### config.mk
export PLATFORM = sky130hd
export DESIGN_NAME = websocket_frame_deframer_flat
export DESIGN_NICKNAME = d
export VERILOG_FILES = /design/src/wsdf_pkg.sv /design/src/wsdf_if.sv /design/src/websocket_frame_deframer.sv /design/src/flat_wrapper.sv
export SDC_FILE = /design/constraint.sdc
export NUM_CORES = 1
export LEC_CHECK = 0
export BUFFER_PORTS_ARGS = -buffer_cell sky130_fd_sc_hd__buf_2
export CELL_PAD_IN_SITES_DETAIL_PLACEMENT = 1
export CELL_PAD_IN_SITES_GLOBAL_PLACEMENT = 1
export CORE_MARGIN = 5
export CORE_UTILIZATION = 48
export DETAILED_ROUTE_END_ITERATION = 12
export PLACE_DENSITY = 0.92
export SLEW_MARGIN = 10
export SYNTH_ARGS = -nofsm -noshare
export SYNTH_HDL_FRONTEND = slang
export SYNTH_SLANG_ARGS = --single-unit
### constraint.sdc
create_clock -name i_clk -period 7.6 [get_ports i_clk]
set_clock_uncertainty 0.05 [all_clocks]
set_input_delay 1.52 -clock i_clk [delete_from_list [all_inputs] [get_ports i_clk]]
set_output_delay 1.52 -clock i_clk [all_outputs]
set_load 0.01 [all_outputs]
### src/wsdf_pkg.sv
// Types and constants of the frame deframer.
// Used by the top level and the checker; depends on nothing.
package wsdf_pkg;

    localparam logic       KIND_HEADER   = 1'b0;
    localparam logic       KIND_PAYLOAD  = 1'b1;
    localparam logic [6:0] LEN_CODE_EXT16 = 7'd126;
    localparam logic [3:0] EXT16_BYTES   = 4'd2;
    localparam logic [3:0] EXT64_BYTES   = 4'd8;
    localparam logic [2:0] KEY_BYTES     = 3'd4;

    typedef struct packed {
        logic        kind;
        logic [7:0]  payload_byte;
        logic [3:0]  frame_opcode;
        logic        final_fragment;
        logic        was_masked;
        logic [63:0] payload_length;
        logic        end_of_frame;
    } t_result;

endpackage

### src/wsdf_if.sv
// Valid/ready channel interfaces for the deframer: received bytes in, results out.
// Depends on nothing; the result fields are declared here directly.
interface wsdf_in_if;
    logic       valid;
    logic       ready;
    logic [7:0] rx_byte;

    modport source (output valid, output rx_byte, input ready);
    modport sink (input valid, input rx_byte, output ready);
endinterface

interface wsdf_out_if;
    logic        valid;
    logic        ready;
    logic        kind;
    logic [7:0]  payload_byte;
    logic [3:0]  frame_opcode;
    logic        final_fragment;
    logic        was_masked;
    logic [63:0] payload_length;
    logic        end_of_frame;

    modport source (output valid, output kind, output payload_byte, output frame_opcode,
                    output final_fragment, output was_masked, output payload_length,
                    output end_of_frame, input ready);
    modport sink (input valid, input kind, input payload_byte, input frame_opcode,
                  input final_fragment, input was_masked, input payload_length,
                  input end_of_frame, output ready);
endinterface

### src/websocket_frame_deframer.sv
// Frame deframer top level: parses the header and unmasks the payload of a byte stream.
// Depends on wsdf_pkg and the channel interfaces in wsdf_if.sv.
//
// The i_rx channel takes one received byte per transaction. Header bytes give no
// result except the byte that completes the header, which gives a header result
// (kind 0). Every payload byte gives one payload result (kind 1), unmasked with the
// rotating key when the frame is masked, with end_of_frame set on the last one.
// The parser decodes each byte in the cycle it is taken, so a byte is taken every clock
// while the skid stage is empty; its result goes to the output register, or to the skid
// stage if o_res stalls. The parse state registers set this one-byte-per-cycle figure.
// The output register is backed by a one-entry skid stage: while o_res is stalled
// the block keeps taking bytes until one more result waits in that stage;
// i_rx.ready drops only when that stage is full.
// A synchronous low i_rst_n returns the parser to waiting for the first header byte
// and empties the output; results in flight are dropped.
// LENGTH_BITS sets the width of the held frame length; longer lengths saturate.
module websocket_frame_deframer #(
    parameter int LENGTH_BITS = 64
) (
    input  logic              i_clk,
    input  logic              i_rst_n,
    wsdf_in_if.sink           i_rx,
    wsdf_out_if.source        o_res
);

    typedef enum logic [2:0] {
        PH_FIRST   = 3'd0,
        PH_SECOND  = 3'd1,
        PH_EXTLEN  = 3'd2,
        PH_KEY     = 3'd3,
        PH_PAYLOAD = 3'd4
    } t_phase;

    t_phase                 r_phase, n_phase;
    logic                   r_fin, n_fin;
    logic [3:0]             r_opcode, n_opcode;
    logic                   r_mask, n_mask;
    logic [3:0]             r_len_left, n_len_left;
    logic [2:0]             r_key_left, n_key_left;
    logic [LENGTH_BITS-1:0] r_rem, n_rem;
    logic [LENGTH_BITS-1:0] r_flen, n_flen;
    logic [31:0]            r_key, n_key;
    logic [1:0]             r_pos, n_pos;

    logic                   r_out_valid;
    logic                   r_skid_valid;
    wsdf_pkg::t_result      r_out, r_skid, n_res;
    logic                   n_has_res;
    logic                   finish;
    logic                   accept;
    logic [7:0]             key_byte;
    logic [7:0]             b;

    assign b          = i_rx.rx_byte;
    assign i_rx.ready = !r_skid_valid;
    assign accept     = i_rx.valid && !r_skid_valid;

    always_comb begin
        case (r_pos)
            2'd0:    key_byte = r_key[31:24];
            2'd1:    key_byte = r_key[23:16];
            2'd2:    key_byte = r_key[15:8];
            default: key_byte = r_key[7:0];
        endcase
    end

    always_comb begin
        n_phase    = r_phase;
        n_fin      = r_fin;
        n_opcode   = r_opcode;
        n_mask     = r_mask;
        n_len_left = r_len_left;
        n_key_left = r_key_left;
        n_rem      = r_rem;
        n_flen     = r_flen;
        n_key      = r_key;
        n_pos      = r_pos;
        finish     = 1'b0;
        n_has_res  = 1'b0;
        n_res      = '0;
        case (r_phase)
            PH_SECOND: begin
                n_mask     = b[7];
                n_key      = '0;
                n_key_left = b[7] ? wsdf_pkg::KEY_BYTES : 3'd0;
                if (b[6:0] < wsdf_pkg::LEN_CODE_EXT16) begin
                    n_rem      = LENGTH_BITS'(b[6:0]);
                    n_len_left = 4'd0;
                end else begin
                    n_rem      = '0;
                    n_len_left = (b[6:0] == wsdf_pkg::LEN_CODE_EXT16) ?
                                 wsdf_pkg::EXT16_BYTES : wsdf_pkg::EXT64_BYTES;
                end
                if (n_len_left != 4'd0) begin
                    n_phase = PH_EXTLEN;
                end else if (n_key_left != 3'd0) begin
                    n_phase = PH_KEY;
                end else begin
                    finish = 1'b1;
                end
            end
            PH_EXTLEN: begin
                if (r_rem[LENGTH_BITS-1 -: 8] != 8'd0) begin
                    n_rem = '1;
                end else begin
                    n_rem = {r_rem[LENGTH_BITS-9:0], b};
                end
                n_len_left = r_len_left - 4'd1;
                if (n_len_left == 4'd0) begin
                    if (r_key_left != 3'd0) begin
                        n_phase = PH_KEY;
                    end else begin
                        finish = 1'b1;
                    end
                end
            end
            PH_KEY: begin
                n_key      = {r_key[23:0], b};
                n_key_left = r_key_left - 3'd1;
                if (n_key_left == 3'd0) begin
                    finish = 1'b1;
                end
            end
            PH_PAYLOAD: begin
                n_pos     = r_pos + 2'd1;
                n_rem     = r_rem - LENGTH_BITS'(1);
                n_has_res = 1'b1;
                n_res.kind           = wsdf_pkg::KIND_PAYLOAD;
                n_res.payload_byte   = r_mask ? (b ^ key_byte) : b;
                n_res.frame_opcode   = r_opcode;
                n_res.final_fragment = r_fin;
                n_res.was_masked     = r_mask;
                n_res.payload_length = 64'(r_flen);
                n_res.end_of_frame   = (n_rem == '0);
                if (n_rem == '0) begin
                    n_phase = PH_FIRST;
                end
            end
            default: begin
                n_fin    = b[7];
                n_opcode = b[3:0];
                n_phase  = PH_SECOND;
            end
        endcase
        if (finish) begin
            n_flen    = n_rem;
            n_pos     = 2'd0;
            n_phase   = (n_rem == '0) ? PH_FIRST : PH_PAYLOAD;
            n_has_res = 1'b1;
            n_res.kind           = wsdf_pkg::KIND_HEADER;
            n_res.payload_byte   = 8'd0;
            n_res.frame_opcode   = r_opcode;
            n_res.final_fragment = r_fin;
            n_res.was_masked     = n_mask;
            n_res.payload_length = 64'(n_rem);
            n_res.end_of_frame   = (n_rem == '0);
        end
    end

    always_ff @(posedge i_clk) begin
        if (!i_rst_n) begin
            r_phase      <= PH_FIRST;
            r_fin        <= 1'b0;
            r_opcode     <= 4'd0;
            r_mask       <= 1'b0;
            r_len_left   <= 4'd0;
            r_key_left   <= 3'd0;
            r_rem        <= '0;
            r_flen       <= '0;
            r_key        <= '0;
            r_pos        <= 2'd0;
            r_out_valid  <= 1'b0;
            r_skid_valid <= 1'b0;
        end else begin
            if (accept) begin
                r_phase    <= n_phase;
                r_fin      <= n_fin;
                r_opcode   <= n_opcode;
                r_mask     <= n_mask;
                r_len_left <= n_len_left;
                r_key_left <= n_key_left;
                r_rem      <= n_rem;
                r_flen     <= n_flen;
                r_key      <= n_key;
                r_pos      <= n_pos;
            end
            if (r_skid_valid) begin
                if (o_res.ready) begin
                    r_out        <= r_skid;
                    r_skid_valid <= 1'b0;
                end
            end else if (accept && n_has_res) begin
                if (!r_out_valid || o_res.ready) begin
                    r_out       <= n_res;
                    r_out_valid <= 1'b1;
                end else begin
                    r_skid       <= n_res;
                    r_skid_valid <= 1'b1;
                end
            end else if (o_res.ready) begin
                r_out_valid <= 1'b0;
            end
        end
    end

    assign o_res.valid          = r_out_valid;
    assign o_res.kind           = r_out.kind;
    assign o_res.payload_byte   = r_out.payload_byte;
    assign o_res.frame_opcode   = r_out.frame_opcode;
    assign o_res.final_fragment = r_out.final_fragment;
    assign o_res.was_masked     = r_out.was_masked;
    assign o_res.payload_length = r_out.payload_length;
    assign o_res.end_of_frame   = r_out.end_of_frame;

endmodule

### src/flat_wrapper.sv
// flat-port wrapper written by rule: the top's interface ports become plain ports
module websocket_frame_deframer_flat 
#(
    parameter int LENGTH_BITS = 64
)
  (i_clk, i_rst_n, i_rx_valid, i_rx_rx_byte, i_rx_ready, o_res_valid, o_res_kind, o_res_payload_byte, o_res_frame_opcode, o_res_final_fragment, o_res_was_masked, o_res_payload_length, o_res_end_of_frame, o_res_ready);
  wsdf_in_if i_rx_i ();
  wsdf_out_if o_res_i ();
  input  logic i_clk;
  input  logic i_rst_n;
  input wire logic [$bits(i_rx_i.valid)-1:0] i_rx_valid;
  input wire logic [$bits(i_rx_i.rx_byte)-1:0] i_rx_rx_byte;
  output wire logic [$bits(i_rx_i.ready)-1:0] i_rx_ready;
  output wire logic [$bits(o_res_i.valid)-1:0] o_res_valid;
  output wire logic [$bits(o_res_i.kind)-1:0] o_res_kind;
  output wire logic [$bits(o_res_i.payload_byte)-1:0] o_res_payload_byte;
  output wire logic [$bits(o_res_i.frame_opcode)-1:0] o_res_frame_opcode;
  output wire logic [$bits(o_res_i.final_fragment)-1:0] o_res_final_fragment;
  output wire logic [$bits(o_res_i.was_masked)-1:0] o_res_was_masked;
  output wire logic [$bits(o_res_i.payload_length)-1:0] o_res_payload_length;
  output wire logic [$bits(o_res_i.end_of_frame)-1:0] o_res_end_of_frame;
  input wire logic [$bits(o_res_i.ready)-1:0] o_res_ready;
  assign i_rx_i.valid = i_rx_valid;
  assign i_rx_i.rx_byte = i_rx_rx_byte;
  assign i_rx_ready = i_rx_i.ready;
  assign o_res_valid = o_res_i.valid;
  assign o_res_kind = o_res_i.kind;
  assign o_res_payload_byte = o_res_i.payload_byte;
  assign o_res_frame_opcode = o_res_i.frame_opcode;
  assign o_res_final_fragment = o_res_i.final_fragment;
  assign o_res_was_masked = o_res_i.was_masked;
  assign o_res_payload_length = o_res_i.payload_length;
  assign o_res_end_of_frame = o_res_i.end_of_frame;
  assign o_res_i.ready = o_res_ready;
  websocket_frame_deframer #(.LENGTH_BITS(LENGTH_BITS)) u_core (.i_clk(i_clk), .i_rst_n(i_rst_n), .i_rx(i_rx_i), .o_res(o_res_i));
endmodule
==> qor.csv <==
metric;value;unit
cp-end-kind;flop;
grt_usage;33.09;%
grt_pass1_wl;107900;microns
die-area;42580;sq um
maxCapViolCount;0;
p_per_area;256.8;nW/um^2
cts_sinks;340;
antenna_left;0;
setup_tns;0;ns
total_power;5194;uW
yosysTopAreaCellShare;25.96;%
post-route-min-period;5.030;ns
antenna_found_initial;3;
slew_viol_final;0;
synth-main-ff-cell;dfxtp_1;
ys_async_sr_fraction;0;%
synthesis.area;18510;sq um
wirelength;71770;microns
vias;17050;
gp_congestion;1.055;
synthXorXnorAreaFrac;2.082;%
path_max_fanout;63;
synth_area_leaders;edfxtp_1 (26%), dfxtp_1 (19%), nor2_1 (5.2%);
ys_warn_count;0;
hold_path_class;reg2reg;
cts_tree;built;
grt_max_degree;85;
setup.worst_path.start_class;flop;
grt_setup_unrepaired;no;
syn_nets;2046;
drt_iter0_drc;1734;
coreArea;38380;sq um
yosys-mux-area-fraction;4.861;%
ff2ff_setup_slack;2.57;ns
numCtsBuffers;39;
htree_num_levels;2;
required;7.81;ns
postCtsSetupBuffers;0;
finalHoldViolations;0;
die_x;206.4;microns
syn_to_final_growth;9.283;%
port_buffers;93;
max_slew_margin;18.42;%
synth_edf_count;160;
p_leak;0.006793;uW
multi_input_area;9062;sq um
rows;72;
status;complete, no violations;
dpl.hpwl;49620;microns
register_area;8409;sq um
synth_top_family_by_area;simple AND/OR/NAND/NOR gates;
finalSetupViolCount;0;
max_freq;198.8;MHz
grt_pass1_vias;17250;
clockBufferDepth;3;
fill_cells;4452;
fin_nets;2027;
tightest_slew;1.224;ns
fin_crit_sh;66.19;%
overflow;0;
syn_avg_cell_area;9.147;sq um
synth_adder_area_share;0.8519;%
ys_seq_area_share;45.44;%
first_pass_iters;6;
dieHeight;206.4;microns
ys_ff_latch;340;
synth_cells;2023;
clk_latency;0.57;ns
ctsHoldBuffers;0;
drive_gt1_share;16.22;%
vias_per_cell;6.675;
synth-simple-area-share;22.75;%
routedWlPerCell;28.10;microns
synth.distinct_cells;94;
cts_root_buffer;clkbuf_16;
ctsResizeCount;0;
clk_pin_slew_worst_paths;0.06;ns
drc;0;
worstSetupPathType;reg2reg;
synth_compound_area_share;18.07;%
start_util;48.22;%
synth_largest_area_cell;edfxtp_1;
io_pins;94;
vdd_drop_max;0.0001636;V
cp.arrival;5.24;ns
## area by class of cell
cell class                      count  share of cell area, %
Clock inverter                     21                 0.8662
Timing Repair Buffer              135                  3.861
Antenna cell                        1                0.01237
Clock buffer                       51                  5.098
Multi-Input combinational cell   1459                  44.81
Sequential cell                   340                  41.58
Inverter                           29                 0.5630
Tap cell                          518                  3.205
## layer usage
metal	up-vias	global-route usage [%]	part of all wire (%)
li1	7464	-	-
met1	8607	42.18	40
met2	779	55.92	48
met3	199	4.880	6.9
met4	0	14.62	4.7
met5	-	0	0
## worst max-delay path, cell delays in order, from the launching register on
cell,delay [ns]
dfxtp_1,0.82
buf_4,0.37
or3b_2,0.19
clkinv_2,0.80
a21oi_4,0.84
buf_4,0.39
o21ai_0,0.14
o311a_1,0.21
and3_1,0.17
and3_1,0.27
nand4_1,0.15
nor4_2,0.07
nand4_1,0.14
a31oi_1,0.10
## cell usage after synthesis (all sizes together) (11+ instances only)
cell type    n
buf         41
inv         29
a22o        17
nor4        50
o21ai      128
xnor2       24
ha          11
o211ai      14
nand3       76
nor2       259
a211oi      97
or4         24
or3         15
clkbuf     154
mux2        71
edfxtp     160
a21oi      117
o31ai       18
xor2        20
nor3        44
nand4       43
dfxtp      180
nand2      222
## worst paths after layout
path,startpoint,to,depth (start not counted)
max reg2reg,u_core.r_phase[0],u_core.o_res.end_of_frame,13
max,u_core.r_phase[0],u_core.o_res.end_of_frame,13
min,u_core.r_flen[25],u_core.r_flen[25],2
min reg2reg,u_core.r_flen[25],u_core.r_flen[25],2
## cell families after synthesis
group / count (synthesis)
xor+xnor: 44
simple gates: 816
flops: 340
fa+ha+maj: 13
buf+inv: 224
mux: 81
compound gates: 505
## registers in the layout (all words and copies together) (netlist names)
name,count
u_core.r_skid,80
u_core.r_key_left,3
u_core.r_opcode,4
u_core.o_res.final_fragment,1
u_core.o_res.payload_length,64
u_core.r_len_left,4
u_core.r_key,32
u_core.o_res.valid,1
u_core.r_rem,64
u_core.r_fin,1
u_core.r_pos,2
u_core.r_skid_valid,1
u_core.o_res.end_of_frame,1
u_core.r_mask,1
u_core.r_flen,64
u_core.o_res.payload_byte,8
u_core.r_phase,3
u_core.o_res.was_masked,1
u_core.o_res.frame_opcode,4
u_core.o_res.kind,1
## power breakdown
group          internal (uW)  total (uW)  switching (uW)
clock network           1030        1810             773
registers               1980        2120             137
logic                    370        1270             898
## per-stage QoR
stage | instances | utilization [%] | instance area [sq um] | setup WS, ns | hold WS (ns)
after floorplan | 2023 | - | 18510 | 0.5995 | 0.3813
after CTS | 2553 | 52.68 | 20220 | 2.750 | 0.4039
after global placement | 2481 | 49.54 | 19010 | 2.798 | 0.3873
after global routing | 2553 | 52.69 | 20220 | 2.396 | 0.4172
final | 2554 | 52.70 | 20220 | 2.570 | 0.4065
after detailed placement | 2481 | 49.54 | 19010 | 2.739 | 0.3962
## cells in the final DEF (no fill, tap or decap), types with 11 or more instances in the layout
cell,instances
xnor2_1,24
clkbuf_16,39
nor2_1,255
or4_1,21
ha_1,11
o21ai_0,124
nand4_1,39
nor4_1,29
o211ai_1,14
inv_1,25
a22o_1,16
mux2_2,70
dfxtp_1,179
a211oi_1,97
nand3_1,74
buf_2,93
o31ai_1,18
nor4_2,13
xor2_1,20
a21oi_1,115
nor3_1,39
edfxtp_1,160
or3_1,12
buf_4,42
clkbuf_1,11
nand2_1,222
Note: power is estimated with default switching activity, not from simulation.
